--- config.mk ---
export PLATFORM = sky130hd
export DESIGN_NAME = ptw_cfg
export DESIGN_NICKNAME = d
export VERILOG_FILES = /design/src/design/ptw_pkg.sv /design/src/design/ptw_cfg.sv
export SDC_FILE = /design/constraint.sdc
export NUM_CORES = 1
export LEC_CHECK = 0
export BUFFER_PORTS_ARGS = -buffer_cell sky130_fd_sc_hd__buf_2
export CORE_UTILIZATION = 42
export DETAILED_ROUTE_END_ITERATION = 7
export GPL_TIMING_DRIVEN = 0
export PLACE_DENSITY = 0.85
export SLEW_MARGIN = 0
export SYNTH_ARGS = -nofsm -noshare
export SYNTH_HDL_FRONTEND = slang
export SYNTH_SLANG_ARGS = --single-unit
--- constraint.sdc ---
create_clock -name clk -period 1.5 [get_ports clk]
set_input_delay 0.15 -clock clk [delete_from_list [all_inputs] [get_ports clk]]
set_output_delay 0.15 -clock clk [all_outputs]
set_load 0.01 [all_outputs]
--- src/design/ptw_pkg.sv ---
`timescale 1ns / 1ps
// ----------------------------------------------------------------------------
// ptw_pkg
// Shared types and codes of the four-level page table walker.
// ----------------------------------------------------------------------------
package ptw_pkg;

	// table entry as stored: bits 63..52 of an x86-64 entry are not stored here
	localparam int ENTRY_W = 52;
	localparam int FRAME_W = 40;
	localparam int IDX_W   = 9;
	localparam int BASE_W  = 52;

	// request codes
	localparam logic ACT_MAP   = 1'b0;
	localparam logic ACT_XLATE = 1'b1;

	// result status codes
	localparam logic [1:0] STATUS_OK          = 2'd0;
	localparam logic [1:0] STATUS_NOT_PRESENT = 2'd1;
	localparam logic [1:0] STATUS_NO_PAGE     = 2'd2;

	// walk levels
	localparam logic [1:0] LVL_PML4 = 2'd0;
	localparam logic [1:0] LVL_PDPT = 2'd1;
	localparam logic [1:0] LVL_PD   = 2'd2;
	localparam logic [1:0] LVL_LEAF = 2'd3;

	typedef struct packed {
		logic        action;
		logic [47:0] virt_addr;
		logic [51:0] phys_addr;
		logic [11:0] page_flags;
	} ptw_req_t;

	typedef struct packed {
		logic [51:0] phys_result;
		logic [1:0]  status;
	} ptw_rsp_t;

	typedef enum logic [1:0] {
		ST_CLEAR,
		ST_IDLE,
		ST_READ,
		ST_EVAL
	} ptw_state_t;

endpackage

--- src/design/ptw_cfg.sv ---
`timescale 1ns / 1ps
// ----------------------------------------------------------------------------
// ptw_cfg
// Configuration register file: table base address behind an apb port.
// ----------------------------------------------------------------------------
module ptw_cfg import ptw_pkg::*; (
	input  logic              clk,
	input  logic              arst_n,
	input  logic              psel,
	input  logic              penable,
	input  logic              pwrite,
	input  logic [3:0]        paddr,
	input  logic [63:0]       pwdata,
	output logic [63:0]       prdata,
	output logic              pready,
	output logic [BASE_W-1:0] table_base
);

	logic [BASE_W-1:0] base_q;
	logic              wr_en;

	assign pready = 1'b1;
	assign wr_en  = psel && penable && pwrite && (paddr[3] == 1'b0);

	// table base register
	always_ff @(posedge clk or negedge arst_n) begin
		if (!arst_n) begin
			base_q <= '0;
		end else if (wr_en) begin
			base_q <= pwdata[BASE_W-1:0];
		end
	end

	// read mux
	always_comb begin
		if (paddr[3] == 1'b0) begin
			prdata = {12'd0, base_q};
		end else begin
			prdata = '0;
		end
	end

	assign table_base = base_q;

endmodule

## Word level (Yosys, flattened, before mapping)

Index checks and enable logic that the tools add are counted.

- Flip-flop bits (word level): 52
- Input port bits: 73
- Output and inout bits: 117
- Word-level logic and storage cells: 6

- Multiplexer cells: 1
- Bitwise logic cells: 1
- Reduce and logical (&&, ||, !) cells: 3

Operator list:

| kind | number |
|---|---|
| $mux W52 | 1 |
| $logic_and A1 B1 Y1 | 3 |
| $not A1 Y1 | 1 |

## Longest topological paths before layout

Gate-level depths: netlist (run 1).

- Word-level depth: 3
- Mapped depth: 3
- Gate-level depth less buffers: 2

## Worst setup path after synthesis (run 1)

OpenSTA, ideal clock, no wires.

- Path type: input to register
- Start: input paddr[3]
- End: register base_q[1], in the netlist table_base[1]
- Arrival: 824 ps
- Data required time: 1,373 ps
- Slack: 549 ps
- Cell stages on the path: 3
- Cell sequence: nand4b_4 -> buf_6 -> mux2_1

- Cells in the longest elaborated chain, start to end: 2

Ends and longest elaborated chain:

| item | line | text |
|---|---|---|
| from (decl) | ptw_cfg.sv:12 | `input logic [3:0] paddr,` |
| $not A1 Y1 | - |  |
| $logic_and A1 B1 Y1 | ptw_cfg.sv:23 | `assign wr_en = psel && penable && pwrite && (paddr[3] == 1'b0);` |
| to (signal assigned) | ptw_cfg.sv:30 | `base_q <= pwdata[BASE_W-1:0];` |
| to (decl) | ptw_cfg.sv:19 | `logic [BASE_W-1:0] base_q;` |

No other way between the ends.
A chain may end at the register's enable or synchronous reset.

## Worst setup path in the final report (run 1)

- Start: input paddr[3]
- End: output prdata[45]

- Cells in the longest elaborated chain, start to end: 1

Ends and longest elaborated chain:

| item | line | text |
|---|---|---|
| $mux W52 | ptw_cfg.sv:36 | `if (paddr[3] == 1'b0) begin` |
| to (decl) | ptw_cfg.sv:14 | `output logic [63:0] prdata,` |

No other way between the ends.

==> results.py, run 1 <==
metrics = {
    "drt": {
        "drc": 0,
        "postRouteAntennaNets": 0,
        "wl_per_cell_um": 12.27,
        "dr.pass1.iters": 3,
        "vias": 1928,
        "finalWirelength_um": 5313,
        "vias_per_cell": 4.453,
        "drt_iter0_markers": 34,
    },
    "synth": {
        "ys_ff_latch": 52,
        "yosysWarnings": 0,
        "synthDistinctLibCells": 10,
        "netlist_area_um2": 2411,
        "ys_top_cells_by_area": "dfrtp_1 (54%), mux2_2 (22%), nor2b_1 (13%)",
        "avgSynthCellArea_um2": 13.25,
        "synth_area_leader_cell": "dfrtp_1",
        "ys_seq_area_share_pct": 53.97,
        "syn_inst": 182,
        "synth_top_area_share_pct": 53.97,
    },
    "clock_tree": {
        "root_buffer": "clkbuf_8",
        "cts_tree": "yes",
        "clk_latency_ns": 0.29,
        "post_cts_buffers": 0,
        "cts_resized": 0,
        "cts.htree.levels": 2,
        "clock_path_buffers": 2,
        "cts.clk_slew.worst_paths_ns": 0.08,
        "numCtsBuffers": 5,
        "clock-sinks": 52,
        "holdBufCountCts": 0,
    },
    "grt": {
        "grt_first_pass_wirelength_um": 8349,
        "grt_pass1_vias": 1803,
        "grt_max_degree": 53,
        "grt_util_all_layers_pct": 17.65,
        "grt.overflow.total": 0,
        "antenna_found_initial": 0,
    },
    "final_layout": {
        "final_area_um2": 3445,
        "drive_above_1_share_pct": 65.10,
        "final_common_cell": "buf_2",
        "final_nets": 434,
        "n_antenna_cell": 0,
        "syn_to_final_growth_pct": 42.86,
        "layout_common_cells": "buf_2 (161), dfrtp_1 (52), nor2b_1 (50)",
        "largest_reg_flops": 52,
        "fillCellCount": 449,
    },
    "hold_path": {
        "hold_start": "pwdata[4]",
        "hp-class": "in -> reg",
        "min_to": "table_base[4]",
        "min_path_cells": 2,
    },
    "critical_path": {
        "ff2ff_path_depth": 1,
        "r2r_end": "table_base[4]",
        "worstPathRequired_ns": 1.35,
        "rrSetupSlack_ns": 0.70,
        "critPathLaunchType": "input pin",
        "crit_type": "in -> out",
        "endpoint_kind": "primary output",
        "worstReg2RegStart": "table_base[4]",
        "cp_max_fo": 10,
        "arrival_ns": 1.00,
    },
    "floorplanning": {
        "initial_core_util_pct": 43.79,
        "die_x_um": 77.77,
        "die_h_um": 77.77,
        "pin_count": 190,
        "die_area_um2": 6047,
        "row_count": 27,
        "core_um2": 5507,
    },
    "power_and_ir_drop": {
        "p_per_area_nw_per_um2": 1199,
        "ir_drop_mv": 0.6671,
        "leakagePower_nw": 1.882,
    },
    "placed_design": {
        "dp.final_hpwl_um": 4168,
        "place_area_um2": 3348,
        "place.gp.congestion": 0.6982,
        "numPortBuffers": 161,
    },
    "timing": {
        "relSlewSlack_pct": 24.49,
        "fmax_mhz": 872.2,
        "worst_pin_slew_ns": 1.133,
        "fin_crit_ns": 1.146,
        "finalMaxSlewViolations": 0,
        "finalSetupViolCount": 0,
        "setup_tns_ns": 0,
        "rsz0062_at_grt": "no",
        "hold_viol": 0,
        "finClkSkew_ns": 0,
        "post-route-period-util_pct": 76.43,
    },
    "job": {
        "cap_violations": 0,
    },
    "outcome": {
        "outcome": "finished clean",
    },
}
cells in the mapped netlist:
cell type / instances
and2b_1: 2
buf_4: 15
buf_6: 3
clkbuf_1: 5
conb_1: 2
dfrtp_1: 52
mux2_1: 4
mux2_2: 48
nand4b_4: 1
nor2b_1: 50
cells by family (layout without fill, tap and decap cells):
kind of cell  after synthesis  count (layout)  share of synthesized area (%)
other cells                 2              13                         0.3115
flops                      52              52                          53.97
mux                        52              52                          24.29
simple gates               53              53                          14.58
buf+inv                    23             191                          6.850
worst max-delay path by stage:
stage                     startpoint        endpoint  slack (ns)  cells past startpoint
final                       paddr[3]      prdata[45]        0.35                      4
after global routing        paddr[3]      prdata[45]        0.23                      4
after detailed placement    paddr[3]  table_base[10]        0.16                      4
after global placement      paddr[3]  table_base[35]        0.17                      4
after CTS                   paddr[3]      prdata[45]        0.33                      4
after floorplan             paddr[3]   table_base[1]        0.55                      3
worst max-delay path, stage by stage:
cell and delay [ns]:
buf_2 0.21, clkbuf_1 0.38, nor2b_1 0.09, buf_2 0.16
layer usage:
metal | wire, µm | up-vias | track usage, %
li1 | - | 924 | -
met1 | 2151 | 898 | 20.52
met2 | 2676 | 98 | 31.95
met3 | 423 | 8 | 3.647
met4 | 61 | 0 | 6.226
met5 | 0 | - | 0
power by group:
part	internal (mW)	switching [mW]	leakage (nW)
clock network	0.411	0.418	0.0503
logic	0.748	0.643	1.21
registers	1.71	0.200	0.624
total	2.87	1.26	1.88
through the flow:
step / hold slack, ns / power [mW] / std cells / setup WS (ns) / util [%]
6_report: 0.06889 / 4.131 / 433 / 0.3535 / 62.55
2_1_floorplan: -0.1456 / 2.674 / 193 / 0.5487 / -
4_1_cts: 0.05899 / 4.183 / 433 / 0.3259 / 62.55
3_3_place_gp: 0.3678 / 3.303 / 426 / 0.1657 / 60.80
5_1_grt: 0.05549 / 4.379 / 433 / 0.2289 / 62.55
3_5_place_dp: 0.3737 / 3.348 / 426 / 0.1564 / 60.80
cell type report:
class,instances,area (µm²),area share (%)
sequential,52,1301,37.78
timing repair buffer,161,805.8,23.39
tap,72,90.09,2.615
buffer,23,165.2,4.795
clock buffer,7,96.34,2.797
multi-input combinational,118,985.9,28.62
(Power assumes the default switching activity.)
==> inputs of run 2 (changes only) <==
--- a/config.mk
+++ b/config.mk
@@ -5,11 +5,12 @@
 export SDC_FILE = /design/constraint.sdc
 export NUM_CORES = 1
 export LEC_CHECK = 0
+export ABC_AREA = 1
 export BUFFER_PORTS_ARGS = -buffer_cell sky130_fd_sc_hd__buf_2
-export CORE_UTILIZATION = 42
+export CORE_UTILIZATION = 41
 export DETAILED_ROUTE_END_ITERATION = 7
 export GPL_TIMING_DRIVEN = 0
-export PLACE_DENSITY = 0.85
+export PLACE_DENSITY = 0.81
 export SLEW_MARGIN = 0
 export SYNTH_ARGS = -nofsm -noshare
 export SYNTH_HDL_FRONTEND = slang
==> constraint.sdc (replaced) <==
create_clock -name clk -period 1.15 [get_ports clk]
set_input_delay 0.115 -clock clk [delete_from_list [all_inputs] [get_ports clk]]
set_output_delay 0.115 -clock clk [all_outputs]
set_load 0.01 [all_outputs]
==> results.py, run 2 <==
metrics = {
    "outcome": {
        "outcome": "finished clean",
    },
    "drt": {
        "vias": 2696,
        "drc": 0,
        "vias_per_cell": 4.427,
        "dr.pass1.iters": 7,
        "finalWirelength_um": 6720,
        "wl_per_cell_um": 11.03,
        "drt_iter0_markers": 91,
        "postRouteAntennaNets": 0,
    },
    "floorplanning": {
        "die_h_um": 81.33,
        "row_count": 28,
        "initial_core_util_pct": 43.07,
        "die_area_um2": 6614,
        "core_um2": 5991,
        "pin_count": 190,
        "die_x_um": 81.33,
    },
    "timing": {
        "rsz0062_at_grt": "yes",
        "finalSetupViolCount": 0,
        "worst_pin_slew_ns": 1.146,
        "hold_viol": 0,
        "setup_slack_ns": 0.05027,
        "relSlewSlack_pct": 23.60,
        "fmax_mhz": 909.3,
        "finalMaxSlewViolations": 0,
        "hold_slack_ns": 0.03910,
        "post-route-period-util_pct": 95.63,
        "finClkSkew_ns": 0,
        "fin_crit_ns": 1.100,
    },
    "critical_path": {
        "endpoint_kind": "primary output",
        "arrival_ns": 0.98,
        "worstPathRequired_ns": 1.03,
        "critPathLaunchType": "flip-flop",
        "crit_type": "reg -> out",
        "cp_max_fo": 3,
    },
    "synth": {
        "synthArstFlopShare_pct": 100.0,
        "ys_ff_latch": 52,
        "avgSynthCellArea_um2": 7.309,
        "synth_top_cells_by_count": "nand2_1 (105), inv_1 (53), dfrtp_1 (52), nand3_1 (52), nor2_1 (52)",
        "syn_inst": 353,
        "ys_seq_area_share_pct": 50.44,
        "yosysMostFrequentCell": "nand2_1",
        "synth_area_leader_cell": "dfrtp_1",
        "netlist_area_um2": 2580,
        "yosysWarnings": 0,
        "synth_edf_count": 0,
        "ys_top_cells_by_area": "dfrtp_1 (50%), nand2_1 (15%), nand3_1 (10%)",
        "synthFlopType": "dfrtp_1",
        "synthDistinctLibCells": 13,
        "synth_top_area_share_pct": 50.44,
    },
    "grt": {
        "met2_usage_pct": 37.08,
        "grt_util_all_layers_pct": 20.47,
        "grtUsageMet1_pct": 24.91,
        "antenna_found_initial": 0,
        "grt.overflow.total": 0,
        "grt_first_pass_wirelength_um": 10420,
        "grt_pass1_vias": 2327,
        "grt_use_met3_pct": 4.157,
        "grt_max_degree": 53,
        "top_usage_layer": "met2",
    },
    "placed_design": {
        "dp_slack_ns": -0.006538,
        "dp_cells": 599,
        "dp.final_hpwl_um": 5056,
        "numPortBuffers": 160,
        "place.gp.congestion": 0.7128,
    },
    "final_layout": {
        "final_nets": 606,
        "fin_util_pct": 60.53,
        "final_common_cell": "buf_2",
        "largest_reg_flops": 52,
        "n_antenna_cell": 0,
        "syn_to_final_growth_pct": 40.54,
        "fillCellCount": 572,
        "layout_common_cells": "buf_2 (170), nand2_1 (105), inv_1 (53)",
        "drive_above_1_share_pct": 36.89,
        "final_cell_count_no_fill": 609,
    },
    "clock_tree": {
        "cts.htree.levels": 2,
        "numCtsBuffers": 5,
        "clk_latency_ns": 0.29,
        "holdBufCountCts": 0,
        "root_buffer": "clkbuf_8",
        "cts.clk_slew.worst_paths_ns": 0.09,
        "clock-sinks": 52,
        "cts_tree": "yes",
        "clock_path_buffers": 2,
    },
    "power_and_ir_drop": {
        "ir_drop_mv": 0.6877,
        "p_comb_share_pct": 32.2,
        "leakagePower_nw": 2.341,
        "seqPwrFrac_pct": 47.6,
        "switchingPower_mw": 1.774,
        "total_power_mw": 5.145,
        "internal_power_mw": 3.371,
        "clockPowerShare_pct": 20.2,
        "p_per_area_nw_per_um2": 1419,
        "switching_share_pct": 34.48,
    },
    "job": {
        "cap_violations": 0,
    },
    "hold_path": {
        "hp-class": "in -> async",
    },
}
==> run 2: cell count changes after synthesis, sizes merged, moves of 2 or more <==
cell    previous run  this run
nand3              0        52
nand2              0       106
nor2               0        53
nor2b             50         0
and2b              2         0
inv                0        54
buf               18        27
mux2              52         0
clkbuf             5         7
==> run 2: area by class of cell <==
| type | instances | area, µm² | area share, % |
|---|---|---|---|
| inverters | 54 | 202.7 | 5.590 |
| clock buffers | 8 | 90.09 | 2.484 |
| flip-flops and latches | 52 | 1301 | 35.89 |
| repair buffers | 162 | 815.8 | 22.50 |
| well taps | 75 | 93.84 | 2.588 |
| multi-input cells | 224 | 929.6 | 25.64 |
| plain buffers | 34 | 192.7 | 5.314 |
==> run 2: final timing paths <==
path | startpoint | slack [ns] | end | depth (start not counted)
max | table_base[36] | 0.05 | prdata[36] | 3
min | arst_n | 0.04 | table_base[28] | 1
max reg2reg | table_base[8] | 0.40 | table_base[8] | 3
min reg2reg | table_base[40] | 0.50 | table_base[40] | 2
max in group asynchronous | arst_n | 0.40 | table_base[19] | 1
min in group clk | pwdata[36] | 0.05 | table_base[36] | 3
==> run 2: metal layers <==
layer	share of wire, %	routed length, µm
met5	0	0
met2	52	3492
met4	0.39	26
met1	41	2767
met3	6.5	434
==> run 2: worst max-delay path, stage by stage, from the launching register on <==
cell and delay, ns:
dfrtp_1 0.38, inv_1 0.05, nor2_1 0.11, buf_2 0.15
==> run 2: kinds of logic after synthesis <==
logic type    count (synthesis)  synth area share, %
flops                        52                50.44
other cells                   2               0.2911
buf+inv                      88                15.32
simple gates                211                33.95
==> run 2: repair_timing <==
action	4_1_cts	5_1_grt
setup buffers	0	2
endpoints found under the setup margin	0	4
gates resized for setup	0	2
==> run 2: power by group through the flow <==
stage | clock network [mW] | registers [mW] | logic [mW]
after floorplan | 0 | 2.61 | 0.713
after global placement | 0 | 2.46 | 1.61
after detailed placement | 0 | 2.48 | 1.65
after CTS | 1.08 | 2.45 | 1.65
after global routing | 1.16 | 2.49 | 1.89
final | 1.04 | 2.45 | 1.66
==> run 2: per-stage QoR <==
stage / area (µm²) / setup TNS [ns]
2_1_floorplan: 2621 / 0
3_3_place_gp: 3516 / 0
3_5_place_dp: 3516 / -0.1744
4_1_cts: 3606 / 0
5_1_grt: 3626 / -0.02375
6_report: 3626 / 0
==> inputs of run 3 (changes only) <==
--- a/config.mk
+++ b/config.mk
@@ -7,10 +7,11 @@
 export LEC_CHECK = 0
 export ABC_AREA = 1
 export BUFFER_PORTS_ARGS = -buffer_cell sky130_fd_sc_hd__buf_2
-export CORE_UTILIZATION = 41
+export CAP_MARGIN = 20
+export CORE_UTILIZATION = 44
 export DETAILED_ROUTE_END_ITERATION = 7
 export GPL_TIMING_DRIVEN = 0
-export PLACE_DENSITY = 0.81
+export PLACE_DENSITY = 0.86
 export SLEW_MARGIN = 0
 export SYNTH_ARGS = -nofsm -noshare
 export SYNTH_HDL_FRONTEND = slang
==> constraint.sdc (replaced) <==
create_clock -name clk -period 1.41 [get_ports clk]
set_input_delay 0.141 -clock clk [delete_from_list [all_inputs] [get_ports clk]]
set_output_delay 0.141 -clock clk [all_outputs]
set_load 0.01 [all_outputs]
==> results.py, run 3 (same netlist as run 2, synthesis figures left out) <==
metrics = {
    "outcome": {
        "outcome": "finished clean",
    },
    "drt": {
        "dr.pass1.iters": 4,
        "vias": 2721,
        "wl_per_cell_um": 11.09,
        "finalWirelength_um": 6719,
        "vias_per_cell": 4.490,
        "postRouteAntennaNets": 0,
        "drt_iter0_markers": 116,
        "drc": 0,
    },
    "hold_path": {
        "min_to": "table_base[5]",
        "hold_start": "pwdata[5]",
        "min_path_cells": 3,
        "hp-class": "in -> reg",
    },
    "grt": {
        "grt_util_all_layers_pct": 21.85,
        "antenna_found_initial": 0,
        "grt_max_degree": 53,
        "grt_pass1_vias": 2510,
        "grt_use_met3_pct": 5.116,
        "top_usage_layer": "met2",
        "grt.overflow.total": 0,
        "grt_first_pass_wirelength_um": 10630,
        "met2_usage_pct": 41.13,
        "grtUsageMet1_pct": 23.61,
    },
    "floorplanning": {
        "initial_core_util_pct": 46.29,
        "core_um2": 5574,
        "die_h_um": 78.58,
        "pin_count": 190,
        "die_x_um": 78.58,
        "row_count": 27,
        "die_area_um2": 6174,
    },
    "power_and_ir_drop": {
        "p_per_area_nw_per_um2": 1155,
        "ir_drop_mv": 0.6383,
        "leakagePower_nw": 2.350,
    },
    "timing": {
        "fmax_mhz": 902.7,
        "setup_tns_ns": 0,
        "fin_crit_ns": 1.108,
        "finClkSkew_ns": 0,
        "setup_slack_ns": 0.3022,
        "worst_pin_slew_ns": 0.5081,
        "finalMaxSlewViolations": 0,
        "hold_slack_ns": 0.06469,
        "post-route-period-util_pct": 78.57,
        "rsz0062_at_grt": "no",
        "hold_viol": 0,
        "relSlewSlack_pct": 66.13,
        "finalSetupViolCount": 0,
    },
    "critical_path": {
        "ff2ff_path_depth": 2,
        "r2r_end": "table_base[6]",
        "endpoint_kind": "primary output",
        "crit_type": "reg -> out",
        "crit_buf_inv": 2,
        "crit_chain": "inv_1 -> nor2_1 -> buf_2",
        "critPathLaunchType": "flip-flop",
        "max_stage_delay_ns": 0.42,
        "worstPathRequired_ns": 1.27,
        "worstReg2RegStart": "table_base[6]",
        "arrival_ns": 0.97,
        "rrSetupSlack_ns": 0.74,
        "cp_max_fo": 3,
        "path_delay_family": "flip-flops",
        "critPathSlowestCell": "dfrtp_1",
    },
    "final_layout": {
        "multiInputGateArea_um2": 924.6,
        "layout_common_cells": "buf_2 (170), nand2_1 (105), inv_1 (53)",
        "syn_to_final_growth_pct": 40.88,
        "n_antenna_cell": 0,
        "drive_above_1_share_pct": 36.70,
        "largest_reg_flops": 52,
        "final_area_um2": 3635,
        "final_common_cell": "buf_2",
        "fin_util_pct": 65.21,
        "fillCellCount": 488,
        "regArea_um2": 1301,
        "final_nets": 606,
    },
    "clock_tree": {
        "cts.clk_slew.worst_paths_ns": 0.09,
        "cts.htree.levels": 2,
        "clk_latency_ns": 0.30,
        "numCtsBuffers": 5,
        "clock-sinks": 52,
        "clock_path_buffers": 2,
        "post_cts_buffers": 0,
        "cts_tree": "yes",
        "root_buffer": "clkbuf_8",
    },
    "placed_design": {
        "place.gp.congestion": 0.7362,
        "numPortBuffers": 160,
        "dp_slack_ns": 0.2200,
        "dp.final_hpwl_um": 5060,
        "place_area_um2": 3512,
    },
    "job": {
        "cap_violations": 0,
    },
}
run 3: cell types whose count changed in the layout (fill, tap and decap cells not counted), sizes merged:
cell         change
buf              -1
clkbuf           -2
clkinv           +2
dlygate4sd3      +1
run 3: how the worst max path moves through the flow:
stage,from,to,slack (ns),cells after the start
6_report,table_base[46],prdata[46],0.30,3
5_1_grt,table_base[20],prdata[20],0.20,3
4_1_cts,table_base[40],prdata[40],0.29,3
3_5_place_dp,arst_n,table_base[0],0.22,1
3_3_place_gp,arst_n,table_base[0],0.29,1
2_1_floorplan,paddr[3],table_base[0],0.52,6
run 3: where the power goes:
part,total (mW),switching (mW),leakage [nW],internal (mW)
combinational,1.35,0.777,1.65,0.572
clock,0.859,0.467,0.0510,0.393
sequential,1.99,0.218,0.654,1.77
total,4.20,1.46,2.35,2.73
run 3: metrics by stage:
stage	power, mW	instances
floorplan	2.709	364
global placement	3.319	596
detailed placement	3.370	596
CTS	4.235	604
global route	4.492	606
finish	4.198	606
run 3: what timing repair did:
action,in CTS,in global routing
resized for setup,0,0
hold buffers,0,1
endpoints found under the hold margin,0,20
run 3: layer usage:
metal	vias up	share of wire (%)
met5	-	0
met4	0	1.2
met3	8	6.6
met2	110	51
met1	1228	42
li1	1375	-
run 3: layout make-up:
class,instances,share of cell area (%)
inverter,54,5.577
multi-input combinational,224,25.44
clock inverter,2,0.2754
buffer,34,5.301
sequential,52,35.80
timing repair buffer,162,22.86
tap,72,2.478
clock buffer,6,2.272
run 3: worst register-to-register path, delay by kind of cell, from the launching register on:
family	cells	cell delay, ns
simple gates	2	0.15
flops	1	0.41
