<file path="config.mk">
export PLATFORM = sky130hd
export DESIGN_NAME = ptw_ctrl
export DESIGN_NICKNAME = d
export VERILOG_FILES = /design/src/design/ptw_pkg.sv /design/src/design/ptw_ctrl.sv
export SDC_FILE = /design/constraint.sdc
export NUM_CORES = 1
export LEC_CHECK = 0
export BUFFER_PORTS_ARGS = -buffer_cell sky130_fd_sc_hd__clkbuf_2
export CAP_MARGIN = 10
export CORE_AREA = 2 2 143 145
export CTS_BUF_LIST = sky130_fd_sc_hd__clkbuf_4 sky130_fd_sc_hd__clkbuf_8
export DETAILED_ROUTE_END_ITERATION = 10
export DIE_AREA = 0 0 145 147
export GPL_TIMING_DRIVEN = 0
export HOLD_SLACK_MARGIN = 0.1
export PLACE_DENSITY = 0.84
export SETUP_SLACK_MARGIN = 0.15
export SLEW_MARGIN = 20
export SYNTH_ARGS = -nofsm -noshare
export SYNTH_HDL_FRONTEND = slang
export SYNTH_SLANG_ARGS = --single-unit
</file>
<file path="constraint.sdc">
create_clock -name clk -period 12.2 [get_ports clk]
set_input_delay 1.83 -clock clk [delete_from_list [all_inputs] [get_ports clk]]
set_output_delay 1.83 -clock clk [all_outputs]
set_load 0.005 [all_outputs]
</file>
<file path="src/design/ptw_pkg.sv">
`timescale 1ns / 1ps
// ----------------------------------------------------------------------------
// ptw_pkg
// Shared types and codes of the four-level page table walker.
// ----------------------------------------------------------------------------
package ptw_pkg;

	// table entry as stored: bits 63..52 of an x86-64 entry are not stored here
	localparam int ENTRY_W = 52;
	localparam int FRAME_W = 40;
	localparam int IDX_W   = 9;
	localparam int BASE_W  = 52;

	// request codes
	localparam logic ACT_MAP   = 1'b0;
	localparam logic ACT_XLATE = 1'b1;

	// result status codes
	localparam logic [1:0] STATUS_OK          = 2'd0;
	localparam logic [1:0] STATUS_NOT_PRESENT = 2'd1;
	localparam logic [1:0] STATUS_NO_PAGE     = 2'd2;

	// walk levels
	localparam logic [1:0] LVL_PML4 = 2'd0;
	localparam logic [1:0] LVL_PDPT = 2'd1;
	localparam logic [1:0] LVL_PD   = 2'd2;
	localparam logic [1:0] LVL_LEAF = 2'd3;

	typedef struct packed {
		logic        action;
		logic [47:0] virt_addr;
		logic [51:0] phys_addr;
		logic [11:0] page_flags;
	} ptw_req_t;

	typedef struct packed {
		logic [51:0] phys_result;
		logic [1:0]  status;
	} ptw_rsp_t;

	typedef enum logic [1:0] {
		ST_CLEAR,
		ST_IDLE,
		ST_READ,
		ST_EVAL
	} ptw_state_t;

endpackage

</file>
<file path="src/design/ptw_ctrl.sv">
`timescale 1ns / 1ps
// ----------------------------------------------------------------------------
// ptw_ctrl
// Walk sequencer: clears the store, then reads, checks and writes entries
// level by level for each map or translate item.
// ----------------------------------------------------------------------------
module ptw_ctrl import ptw_pkg::*; #(
	parameter int TABLE_PAGES = 16
) (
	input  logic                                        clk,
	input  logic                                        arst_n,
	input  logic                                        start,
	input  ptw_req_t                                    req,
	output logic                                        busy,
	output logic                                        done,
	output ptw_rsp_t                                    rsp,
	input  logic [BASE_W-1:0]                           table_base,
	output logic                                        mem_we,
	output logic [$clog2(TABLE_PAGES)+IDX_W-1:0]        mem_waddr,
	output logic [ENTRY_W-1:0]                          mem_wdata,
	output logic                                        mem_re,
	output logic [$clog2(TABLE_PAGES)+IDX_W-1:0]        mem_raddr,
	input  logic [ENTRY_W-1:0]                          mem_rdata
);

	localparam int PW    = $clog2(TABLE_PAGES);
	localparam int AW    = PW + IDX_W;
	localparam int DEPTH = TABLE_PAGES * 512;
	localparam int NFW   = $clog2(TABLE_PAGES + 1);

	ptw_state_t         state_q, state_d;
	ptw_req_t           req_q;
	ptw_rsp_t           rsp_q, fin_rsp;
	logic [PW-1:0]      page_q, page_d;
	logic [1:0]         lvl_q;
	logic [NFW-1:0]     nfp_q;
	logic [AW-1:0]      clr_q;
	logic               done_q;
	logic               fin, adv, alloc, accept;
	logic [IDX_W-1:0]   idx;
	logic [AW-1:0]      addr;
	logic [FRAME_W-1:0] diff, new_frame;
	logic               hit, out_of_pages;

	assign accept = start && (state_q == ST_IDLE);

	// index slice of the current level
	always_comb begin
		unique case (lvl_q)
			LVL_PML4: idx = req_q.virt_addr[47:39];
			LVL_PDPT: idx = req_q.virt_addr[38:30];
			LVL_PD:   idx = req_q.virt_addr[29:21];
			LVL_LEAF: idx = req_q.virt_addr[20:12];
			default:  idx = req_q.virt_addr[20:12];
		endcase
	end

	assign addr = {page_q, idx};

	// follow check: present and pointing inside the store under the current base
	assign diff         = mem_rdata[51:12] - table_base[51:12];
	assign hit          = mem_rdata[0] && (diff < FRAME_W'(TABLE_PAGES));
	assign out_of_pages = nfp_q >= NFW'(TABLE_PAGES);
	assign new_frame    = table_base[51:12] + FRAME_W'(nfp_q);

	// next state and memory control
	always_comb begin
		state_d   = state_q;
		mem_we    = 1'b0;
		mem_waddr = addr;
		mem_wdata = '0;
		mem_re    = 1'b0;
		mem_raddr = addr;
		fin       = 1'b0;
		fin_rsp   = '0;
		adv       = 1'b0;
		alloc     = 1'b0;
		page_d    = page_q;
		unique case (state_q)
			ST_CLEAR: begin
				mem_we    = 1'b1;
				mem_waddr = clr_q;
				if (clr_q == AW'(DEPTH - 1)) begin
					state_d = ST_IDLE;
				end
			end
			ST_IDLE: begin
				if (start) begin
					state_d = ST_READ;
				end
			end
			ST_READ: begin
				if (req_q.action == ACT_MAP && lvl_q == LVL_LEAF) begin
					// leaf write: frame, flags, present
					mem_we    = 1'b1;
					mem_wdata = {req_q.phys_addr[51:12], req_q.page_flags[11:1], 1'b1};
					fin       = 1'b1;
					state_d   = ST_IDLE;
				end else begin
					mem_re  = 1'b1;
					state_d = ST_EVAL;
				end
			end
			ST_EVAL: begin
				priority if (req_q.action == ACT_XLATE && lvl_q == LVL_LEAF) begin
					fin     = 1'b1;
					state_d = ST_IDLE;
					if (mem_rdata[0]) begin
						fin_rsp.phys_result = {mem_rdata[51:12], req_q.virt_addr[11:0]};
					end else begin
						fin_rsp.status = STATUS_NOT_PRESENT;
					end
				end else if (hit) begin
					adv     = 1'b1;
					page_d  = diff[PW-1:0];
					state_d = ST_READ;
				end else if (req_q.action == ACT_XLATE) begin
					fin            = 1'b1;
					fin_rsp.status = STATUS_NOT_PRESENT;
					state_d        = ST_IDLE;
				end else if (out_of_pages) begin
					fin            = 1'b1;
					fin_rsp.status = STATUS_NO_PAGE;
					state_d        = ST_IDLE;
				end else begin
					// entry missing or pointing outside the store: take a fresh page, present and writable
					mem_we    = 1'b1;
					mem_wdata = {new_frame, 10'd0, 2'b11};
					alloc     = 1'b1;
					adv       = 1'b1;
					page_d    = nfp_q[PW-1:0];
					state_d   = ST_READ;
				end
			end
			default: begin
				state_d = ST_IDLE;
			end
		endcase
	end

	// control registers
	always_ff @(posedge clk or negedge arst_n) begin
		if (!arst_n) begin
			state_q <= ST_CLEAR;
			clr_q   <= '0;
			nfp_q   <= NFW'(1);
			done_q  <= 1'b0;
			lvl_q   <= LVL_PML4;
			page_q  <= '0;
		end else begin
			state_q <= state_d;
			done_q  <= fin;
			if (state_q == ST_CLEAR) begin
				clr_q <= clr_q + AW'(1);
			end
			if (alloc) begin
				nfp_q <= nfp_q + NFW'(1);
			end
			if (accept) begin
				lvl_q  <= LVL_PML4;
				page_q <= '0;
			end else if (adv) begin
				lvl_q  <= lvl_q + 2'd1;
				page_q <= page_d;
			end
		end
	end

	// item and result payload
	always_ff @(posedge clk) begin
		if (accept) begin
			req_q <= req;
		end
		if (fin) begin
			rsp_q <= fin_rsp;
		end
	end

	assign busy = (state_q != ST_IDLE);
	assign done = done_q;
	assign rsp  = rsp_q;

endmodule

</file>
# Word-level counts from Yosys, hierarchy flattened
# Index checks and enable logic that the tools add are counted.
[classes]
eq_ne = 13
magnitude_cmp = 2
mux = 47
bitwise = 1
n_reduce_logical = 11
add_sub_neg = 5
[op_table]
columns = ["cell", "n"]
rows = [
  ["two-way mux 52 bit", 5],
  ["case mux 52 bit (2 select lines)", 1],
  ["adder 40 x 5 -> 40 bit", 1],
  ["< comparator 40 x 5 -> 1 bit (second input constant)", 1],
  ["subtractor 40 bit", 1],
  ["case mux 9 bit (4 select lines)", 1],
  ["two-way mux 4 bit", 7],
  ["two-way mux 2 bit", 13],
  ["two-way mux 1 bit", 16],
  ["adder 13 x 1 -> 13 bit (second input constant)", 1],
  ["== test 13 bit (second input constant)", 1],
  ["two-way mux 13 bit", 1],
  ["== test 2 bit (second input constant)", 4],
  ["case mux 2 bit (4 select lines)", 1],
  ["inequality test 2 bit (second input constant)", 3],
  ["adder 5 x 1 -> 5 bit (second input constant)", 1],
  ["greater-or-equal comparator 5 bit (second input constant)", 1],
  ["AND reduction 5 bit", 1],
  ["== test 2 x 1 -> 1 bit (second input constant)", 2],
  ["logical AND 1 bit", 4],
  ["logical NOT 2 bit", 2],
  ["nonzero test 2 bit", 2],
  ["inequality test 3 x 1 -> 1 bit (second input constant)", 1],
  ["inequality test 3 bit (second input constant)", 1],
  ["other kinds (7)", 7],
]
[word_totals]
ff_bits = 194
out_inout_bits = 136
input_bits = 220
wordCells = 91

# Longest topological paths before layout
# Gate-level depths: netlist of run 1.
[logic_depth]
depth_word = 8
depth_mapped = 17
depth_no_buf = 15

# Worst setup path after synthesis of run 1
# Ideal clock, no wire load.
[synth_timing]
kind = "input-to-output"
start = "input mem_rdata[12]"
end = "output mem_wdata[14]"
arrival_ns = 5.044
required_time_ns = 10.370
path_slack_ns = 5.326
path_stages = 17
n_path_buf = 2
path_cell_list = "inv_1 ha_1 inv_1 fa_1 a21o_2 a221oi_2 or4_1 buf_6 a311oi_2 or3_2 a21oi_1 nand4_1 nor4b_4 a21oi_2 nand2_1 clkbuf_2 o21ai_0"
[synth_between]
elab_chain_len = 6
[synth_rtl]
columns = ["item", "line", "rtl"]
rows = [
  ["start, declared", "ptw_ctrl.sv:23", "input logic [ENTRY_W-1:0] mem_rdata"],
  ["subtractor 40 bit", "ptw_ctrl.sv:61", "assign diff = mem_rdata[51:12] - table_base[51:12];"],
  ["< comparator 40 x 5 -> 1 bit", "ptw_ctrl.sv:62", "assign hit = mem_rdata[0] && (diff < FRAME_W'(TABLE_PAGES));"],
  ["logical AND 1 bit", "ptw_ctrl.sv:62", ""],
  ["two-way mux 52 bit", "ptw_ctrl.sv:113", "end else if (hit) begin"],
  ["two-way mux 52 bit", "ptw_ctrl.sv:105", "priority if (req_q.action == ACT_XLATE && lvl_q == LVL_LEAF) begin"],
  ["case mux 52 bit (2 select lines)", "ptw_ctrl.sv:79", "unique case (state_q)"],
  ["end, declared", "ptw_ctrl.sv:20", "output logic [ENTRY_W-1:0] mem_wdata,"],
]
# Every way passes these cells.

# Final worst setup path of run 1
[layout_timing]
start = "input table_base[24]"
end = "output mem_wdata[41]"
[layout_between]
elab_chain_len = 6
elab_cells_between_ends = 9
classes_between = "2 x add/sub; 1 x order compare; 5 x mux; 1 x reduce/logical"
[layout_rtl]
columns = ["item", "line", "rtl"]
rows = [
  ["start, declared", "ptw_ctrl.sv:17", "input logic [BASE_W-1:0] table_base,"],
  ["subtractor 40 bit / adder 40 x 5 -> 40 bit (equally long branches)", "ptw_ctrl.sv:61, ptw_ctrl.sv:64", ""],
  ["< comparator 40 x 5 -> 1 bit / two-way mux 52 bit (equally long branches)", "ptw_ctrl.sv:62, ptw_ctrl.sv:121", ""],
  ["logical AND 1 bit / two-way mux 52 bit (equally long branches)", "ptw_ctrl.sv:62, ptw_ctrl.sv:117", ""],
  ["two-way mux 52 bit (*)", "ptw_ctrl.sv:113", ""],
  ["two-way mux 52 bit (*)", "ptw_ctrl.sv:105", ""],
  ["case mux 52 bit (2 select lines) (*)", "ptw_ctrl.sv:79", ""],
]
# Every way passes the cells marked *; elsewhere a longest branch is shown, timed or not.

==> results.cfg, run 1 <==
[setup_path]
critPathKind = in -> out
worstSetupEndpointType = output port
critPathRequiredTime_ns = 10.37
arrival_ns = 6.41
start_kind = input port
path_max_fanout = 10

[clock_tree]
cts_buffer_depth = 2
clkTransAtPathRegs_ns = 0.11
cts_setup_buffers = 0
insertion_delay_ns = 0.48
cts_buffers = 17
hold_buffers = 0
cts_tree = built
cts.sinks = 181
cts_root_buf = clkbuf_8
cts_resized = 0
h-tree-depth = 4

[sta]
rsz0062_at_grt = false
maxSlewViolCount = 0
hold_viol_final = 0
max_freq_mhz = 121
fin_tns_setup_ns = 0
tightestPinTransition_ns = 0.773
fin_crit_sh = 0.675
relSlewSlack = 0.478
finalSetupViolCount = 0
skew_ns = 0.0215
period_needed_ns = 8.24

[global_route]
grt_pass1_wl_um = 51400
grt_max_degree = 57
antenna_found_initial = 0
grt_pass1_vias = 9337
grt_usage = 0.314
overflow = 0

[yosys]
synth_compound_area_frac = 0.138
netlist_area_sq_um = 11000
async_flop_share = 0.149
ys_warn_count = 0
synth.distinct_cells = 77
synth_xor_area_frac = 0.0572
synth-main-ff-cell = edfxtp_1
syn_inst = 1076
ys_seq_area_frac = 0.481
synthSimpleGateAreaFrac = 0.177
synth_edf_count = 154
syn_nets = 1349
synth-seq-cells = 181
avgSynthCellArea_sq_um = 10.2
synthAdderAreaFrac = 0.0616
synth_top_family_by_area = simple AND/OR/NAND/NOR gates
synth_mux_area_frac = 0.0356

[detailed_routing]
drt-total-wl_um = 33800
route.met2.wl_um = 16200
wl_met1_um = 14000
drc = 0
drt_iter0_markers = 920
dr.pass1.iters = 8
wire_per_inst_um = 19.9
wl_met3_um = 2770
highest_layer = met4
ant_nets = 0
via_per_inst = 5.80
vias = 9843

[floorplanning]
initial_core_util = 0.555
die_w_um = 145
die_h_um = 147
io_pins = 356
rows = 52
core_area_sq_um = 19800
die-area_sq_um = 21300

[placement]
port-buffer-count = 319
place_congestion = 0.991
hpwl_um = 27100

[final_layout]
layout_commonest_cell = clkbuf_2
final_nets = 1688
syn_to_final_growth_pct = 21.9
drive_above_1_share = 0.289
final_cell_mix = clkbuf_2 (323), edfxtp_1 (154), nand2_1 (116)
antennaDiodeCount = 0

[worst_hold_path]
hp-class = reg -> reg

[flow_run]
maxCapViolations = 0

[pwr]
ir_worst_vdd_uv = 87.5
p_per_area_nw_per_um2 = 136
total_power_uw = 1830
leakage_uw = 0.00583

[status]
status = finished clean
==> area by class of cell <==
class,instances,area [sq um]
Multi-Input combinational cell,777,5180
Tap cell,270,338
Clock inverter,15,215
Buffer,47,272
Sequential cell,181,5300
Inverter,71,269
Timing Repair Buffer,320,1620
Clock buffer,17,234
Fill cell,1534,6410
==> worst max-delay path, stage by stage <==
cell	delay (ns)
clkbuf_2	0.09
inv_1	0.06
ha_1	0.41
a21oi_1	0.15
o21ai_0	0.46
nor2_1	0.08
a21o_1	0.19
clkbuf_1	0.20
o311ai_0	0.70
o31a_1	0.24
nor4b_1	0.52
nor4b_4	0.42
a21oi_2	0.19
nand2_1	0.24
clkbuf_2	0.27
o21ai_0	0.20
clkbuf_2	0.15
==> where the power goes <==
group | internal, uW | total (uW) | switching [uW]
clock | 183 | 454 | 271
sequential | 836 | 883 | 47.1
combinational | 188 | 491 | 303
==> registers in the layout (all words and copies together), names as in the netlist <==
signal   flops
req_q      100
done         1
clr_q       13
lvl_q        2
rsp         54
page_q       4
state_q      2
nfp_q        5
==> per-layer routing <==
metal	GRT usage	vias to the layer above
met2	0.528	528
met1	0.420	4652
met5	0	-
met3	0.0494	65
met4	0.105	0
li1	-	4598
==> logic make-up (layout without fill, tap and decap cells) <==
family          Yosys count  after routing
fa+ha+maj                53             53
xor+xnor                 72             72
buf+inv                 118            470
mux                      37             37
flops                   181            181
simple gates            383            383
compound gates          232            232
==> path summary, 6_finish.rpt <==
check | to | startpoint | slack, ns | cells after the start
max reg2reg | rsp[21] | lvl_q[0] | 9.58 | 5
max in group asynchronous | state_q[1] | arst_n | 10.38 | 1
max | mem_wdata[41] | table_base[24] | 3.96 | 17
min in group asynchronous | done | arst_n | 1.36 | 1
min | clr_q[10] | clr_q[10] | 0.51 | 1
min reg2reg | clr_q[10] | clr_q[10] | 0.51 | 1
==> cell usage after synthesis (17+ instances only) <==
cell / count / area share
dfrtp_1: 26 / 0.059
edfxtp_1: 154 / 0.42
a21oi_1: 60 / 0.027
nor2_1: 54 / 0.018
mux2_2: 17 / 0.017
inv_1: 70 / 0.024
nor3_1: 25 / 0.011
o21ai_0: 69 / 0.031
xnor2_1: 57 / 0.045
nand3_1: 30 / 0.014
nand2_1: 116 / 0.040
nand4_1: 31 / 0.018
and2_1: 65 / 0.037
ha_1: 51 / 0.058
clkbuf_1: 25 / 0.0085
mux2i_1: 20 / 0.018
a21o_1: 17 / 0.012
==> stage by stage <==
step                worst slack, ns  hold WS [ns]  std cells   util  cell area, sq um
finish                         3.96         0.514       1698  0.677             13400
global route                   3.84         0.528       1698  0.677             13400
CTS                            4.12         0.511       1698  0.676             13400
detailed placement             4.13         0.495       1666  0.654             13000
floorplan                      5.33         0.450       1076      -             11000
global placement               4.08         0.477       1665  0.653             12900
Power figures use the tool's default switching activity.
==> run 2: changes to the inputs <==
--- a/config.mk
+++ b/config.mk
@@ -5,15 +5,16 @@
 export SDC_FILE = /design/constraint.sdc
 export NUM_CORES = 1
 export LEC_CHECK = 0
+export ABC_AREA = 1
 export BUFFER_PORTS_ARGS = -buffer_cell sky130_fd_sc_hd__clkbuf_2
 export CAP_MARGIN = 10
-export CORE_AREA = 2 2 143 145
+export CORE_AREA = 2 2 160 162
 export CTS_BUF_LIST = sky130_fd_sc_hd__clkbuf_4 sky130_fd_sc_hd__clkbuf_8
 export DETAILED_ROUTE_END_ITERATION = 10
-export DIE_AREA = 0 0 145 147
+export DIE_AREA = 0 0 162 164
 export GPL_TIMING_DRIVEN = 0
 export HOLD_SLACK_MARGIN = 0.1
-export PLACE_DENSITY = 0.84
+export PLACE_DENSITY = 0.76
 export SETUP_SLACK_MARGIN = 0.15
 export SLEW_MARGIN = 20
 export SYNTH_ARGS = -nofsm -noshare
==> constraint.sdc (replaced) <==
create_clock -name clk -period 7.2 [get_ports clk]
set_input_delay 1.08 -clock clk [delete_from_list [all_inputs] [get_ports clk]]
set_output_delay 1.08 -clock clk [all_outputs]
set_load 0.005 [all_outputs]
==> run 2 against run 1 <==
Compared with the run above:
- clock skew is 0.00090 ns lower
- flip-flop and latch count unchanged
- clock-buffer cell count unchanged
- register-to-register slack worse by 4.7 ns
- synthesized cell count rose by 46%
- final cell count up 33%
- worst setup slack got worse by 2.1 ns
- non-clock buffer count down 15
==> results.cfg, run 2 <==
[yosys]
synth_edf_count = 154
netlist_area_sq_um = 12000
synth.distinct_cells = 43
synth_top_area_cell = edfxtp_1
syn_inst = 1566
synth_top_area_share = 0.386
syn_nets = 1839
ys_warn_count = 0
avgSynthCellArea_sq_um = 7.66
synthTopCellsByCount = nand2_1 (416), inv_1 (262), nor2_1 (196)
async_flop_share = 0.149
synth-main-ff-cell = edfxtp_1
synth.most_common_cell = nand2_1
ys_seq_area_frac = 0.442
synthTopCellsByArea = edfxtp_1 (39%), nand2_1 (13%), inv_1 (8.2%)
synth-seq-cells = 181

[final_layout]
final_cell_mix = nand2_1 (415), clkbuf_2 (319), inv_1 (262)
regMostFlops = req_q
multi_input_area_sq_um = 5580
syn_to_final_growth_pct = 21.3
largest_register_ffs = 100
drive_above_1_share = 0.211
regArea_sq_um = 5300
layout_commonest_cell = nand2_1
final_nets = 2181
design_area_sq_um = 14500
fill_cells = 2374

[sta]
period_needed_ns = 5.37
hold_viol_final = 0
skew_ns = 0.0206
fin_hold_ws_ns = 0.486
rsz0062_at_grt = false
tightestPinTransition_ns = 0.728
relSlewSlack = 0.515
fin_crit_sh = 0.745
max_freq_mhz = 186
fin_tns_setup_ns = 0
maxSlewViolCount = 0
finalSetupViolCount = 0

[clock_tree]
cts_buffers = 17
cts_tree = built
clkTransAtPathRegs_ns = 0.12
cts_buffer_depth = 2
cts_setup_buffers = 0
cts_resized = 0
hold_buffers = 0
insertion_delay_ns = 0.49
h-tree-depth = 4
cts.sinks = 181
cts_root_buf = clkbuf_8

[placement]
hpwl_um = 31500
port-buffer-count = 319
place_area_sq_um = 14100
place_congestion = 0.949

[setup_path]
worstSetupEndpointType = output port
start_kind = input port
arrival_ns = 4.29
critPathKind = in -> out
ff2ff_path_depth = 7
critPathRequiredTime_ns = 6.12
path_max_fanout = 10

[floorplanning]
core_area_sq_um = 24800
rows = 58
die-area_sq_um = 26600
die_w_um = 162
io_pins = 356
initial_core_util = 0.483
die_h_um = 164

[detailed_routing]
wire_per_inst_um = 16.9
via_per_inst = 5.14
vias = 11600
drc = 0
ant_nets = 0
drt_iter0_markers = 1000
dr.pass1.iters = 5
drt-total-wl_um = 38100

[global_route]
grt.met2_usage = 0.492
met3_usage = 0.0540
grt_max_degree = 56
top_usage_layer = met2
antenna_found_initial = 5
grt_pass1_vias = 11000
gr-usage-met1 = 0.360
overflow = 0
grt_usage = 0.285
grt_pass1_wl_um = 58000

[pwr]
leakage_uw = 0.00708
p_per_area_nw_per_um2 = 159
ir_worst_vdd_uv = 130

[worst_hold_path]
hp-class = reg -> reg
holdPathStages = 1

[status]
status = finished clean

[flow_run]
maxCapViolations = 0
-- run 2: stage by stage --
step / power, uW / cells / utilization / worst slack, ns
6_report: 2310 / 2255 / 0.586 / 1.83
5_1_grt: 2410 / 2255 / 0.586 / 1.65
4_1_cts: 2310 / 2251 / 0.586 / 1.87
3_5_place_dp: 1570 / 2219 / 0.568 / 1.88
3_3_place_gp: 1570 / 2215 / 0.564 / -1.24
2_1_floorplan: 1420 / 1566 / - / 0.680
-- run 2: kinds of logic (layout without fill, tap and decap cells) --
logic type,Yosys count,in the layout,share of synthesized area
and+or+nand+nor,849,849,0.306
xor gates and xnor gates,52,52,0.0380
buffers and inverters,292,647,0.0942
adders and majority gates,53,53,0.0565
other,0,4,0
DFF,181,181,0.442
AOI/OAI and AO/OA,139,139,0.0636
-- run 2: critical path, cell delays in order --
cell	delay, ns
clkbuf_2	0.08
inv_1	0.13
ha_1	0.16
inv_1	0.09
fa_1	0.48
nand3_1	0.14
nand2_1	0.12
nand3_1	0.12
nand3_1	0.13
nand2_1	0.13
nand2_1	0.14
nand2_1	0.15
nand2_1	0.07
nand2_1	0.09
nand2_1	0.06
nor2_1	0.12
nand3_1	0.14
nor2_4	0.19
nand2_4	0.11
nand2_4	0.14
buf_6	0.16
o21ai_1	0.12
clkbuf_2	0.14
-- run 2: where the power goes --
| part | leakage (uW) | internal (uW) | switching [uW] |
|---|---|---|---|
| Combinational | 0.00525 | 150 | 282 |
| Clock | 0.000212 | 274 | 473 |
| Sequential | 0.00162 | 1130 | 0.00000000403 |
| Total | 0.00708 | 1550 | 755 |
-- run 2: area by class of cell --
cell class / instances / share of cell area
Timing Repair Buffer: 323 / 0.116
Clock inverter: 15 / 0.0135
Antenna cell: 4 / 0.000688
Clock buffer: 17 / 0.0161
Buffer: 29 / 0.00980
Sequential cell: 181 / 0.364
Tap cell: 330 / 0.0284
Multi-Input combinational cell: 1093 / 0.384
Inverter: 263 / 0.0679
-- run 2: path summary, 6_finish.rpt --
path / from / end / slack [ns]
worst min-delay path: clr_q[10] / clr_q[10] / 0.49
worst max register to register: lvl_q[1] / rsp[18] / 4.93
min in group asynchronous: arst_n / clr_q[7] / 0.60
worst min register to register: clr_q[10] / clr_q[10] / 0.49
max in group asynchronous: arst_n / page_q[1] / 6.14
worst max-delay path: mem_rdata[12] / mem_wdata[37] / 1.83
-- run 2: routing by layer --
layer | vias up | part of all wire
met2 | 457 | 0.49
met3 | 72 | 0.070
met5 | - | 0
li1 | 5741 | -
met1 | 5330 | 0.42
met4 | 0 | 0.027
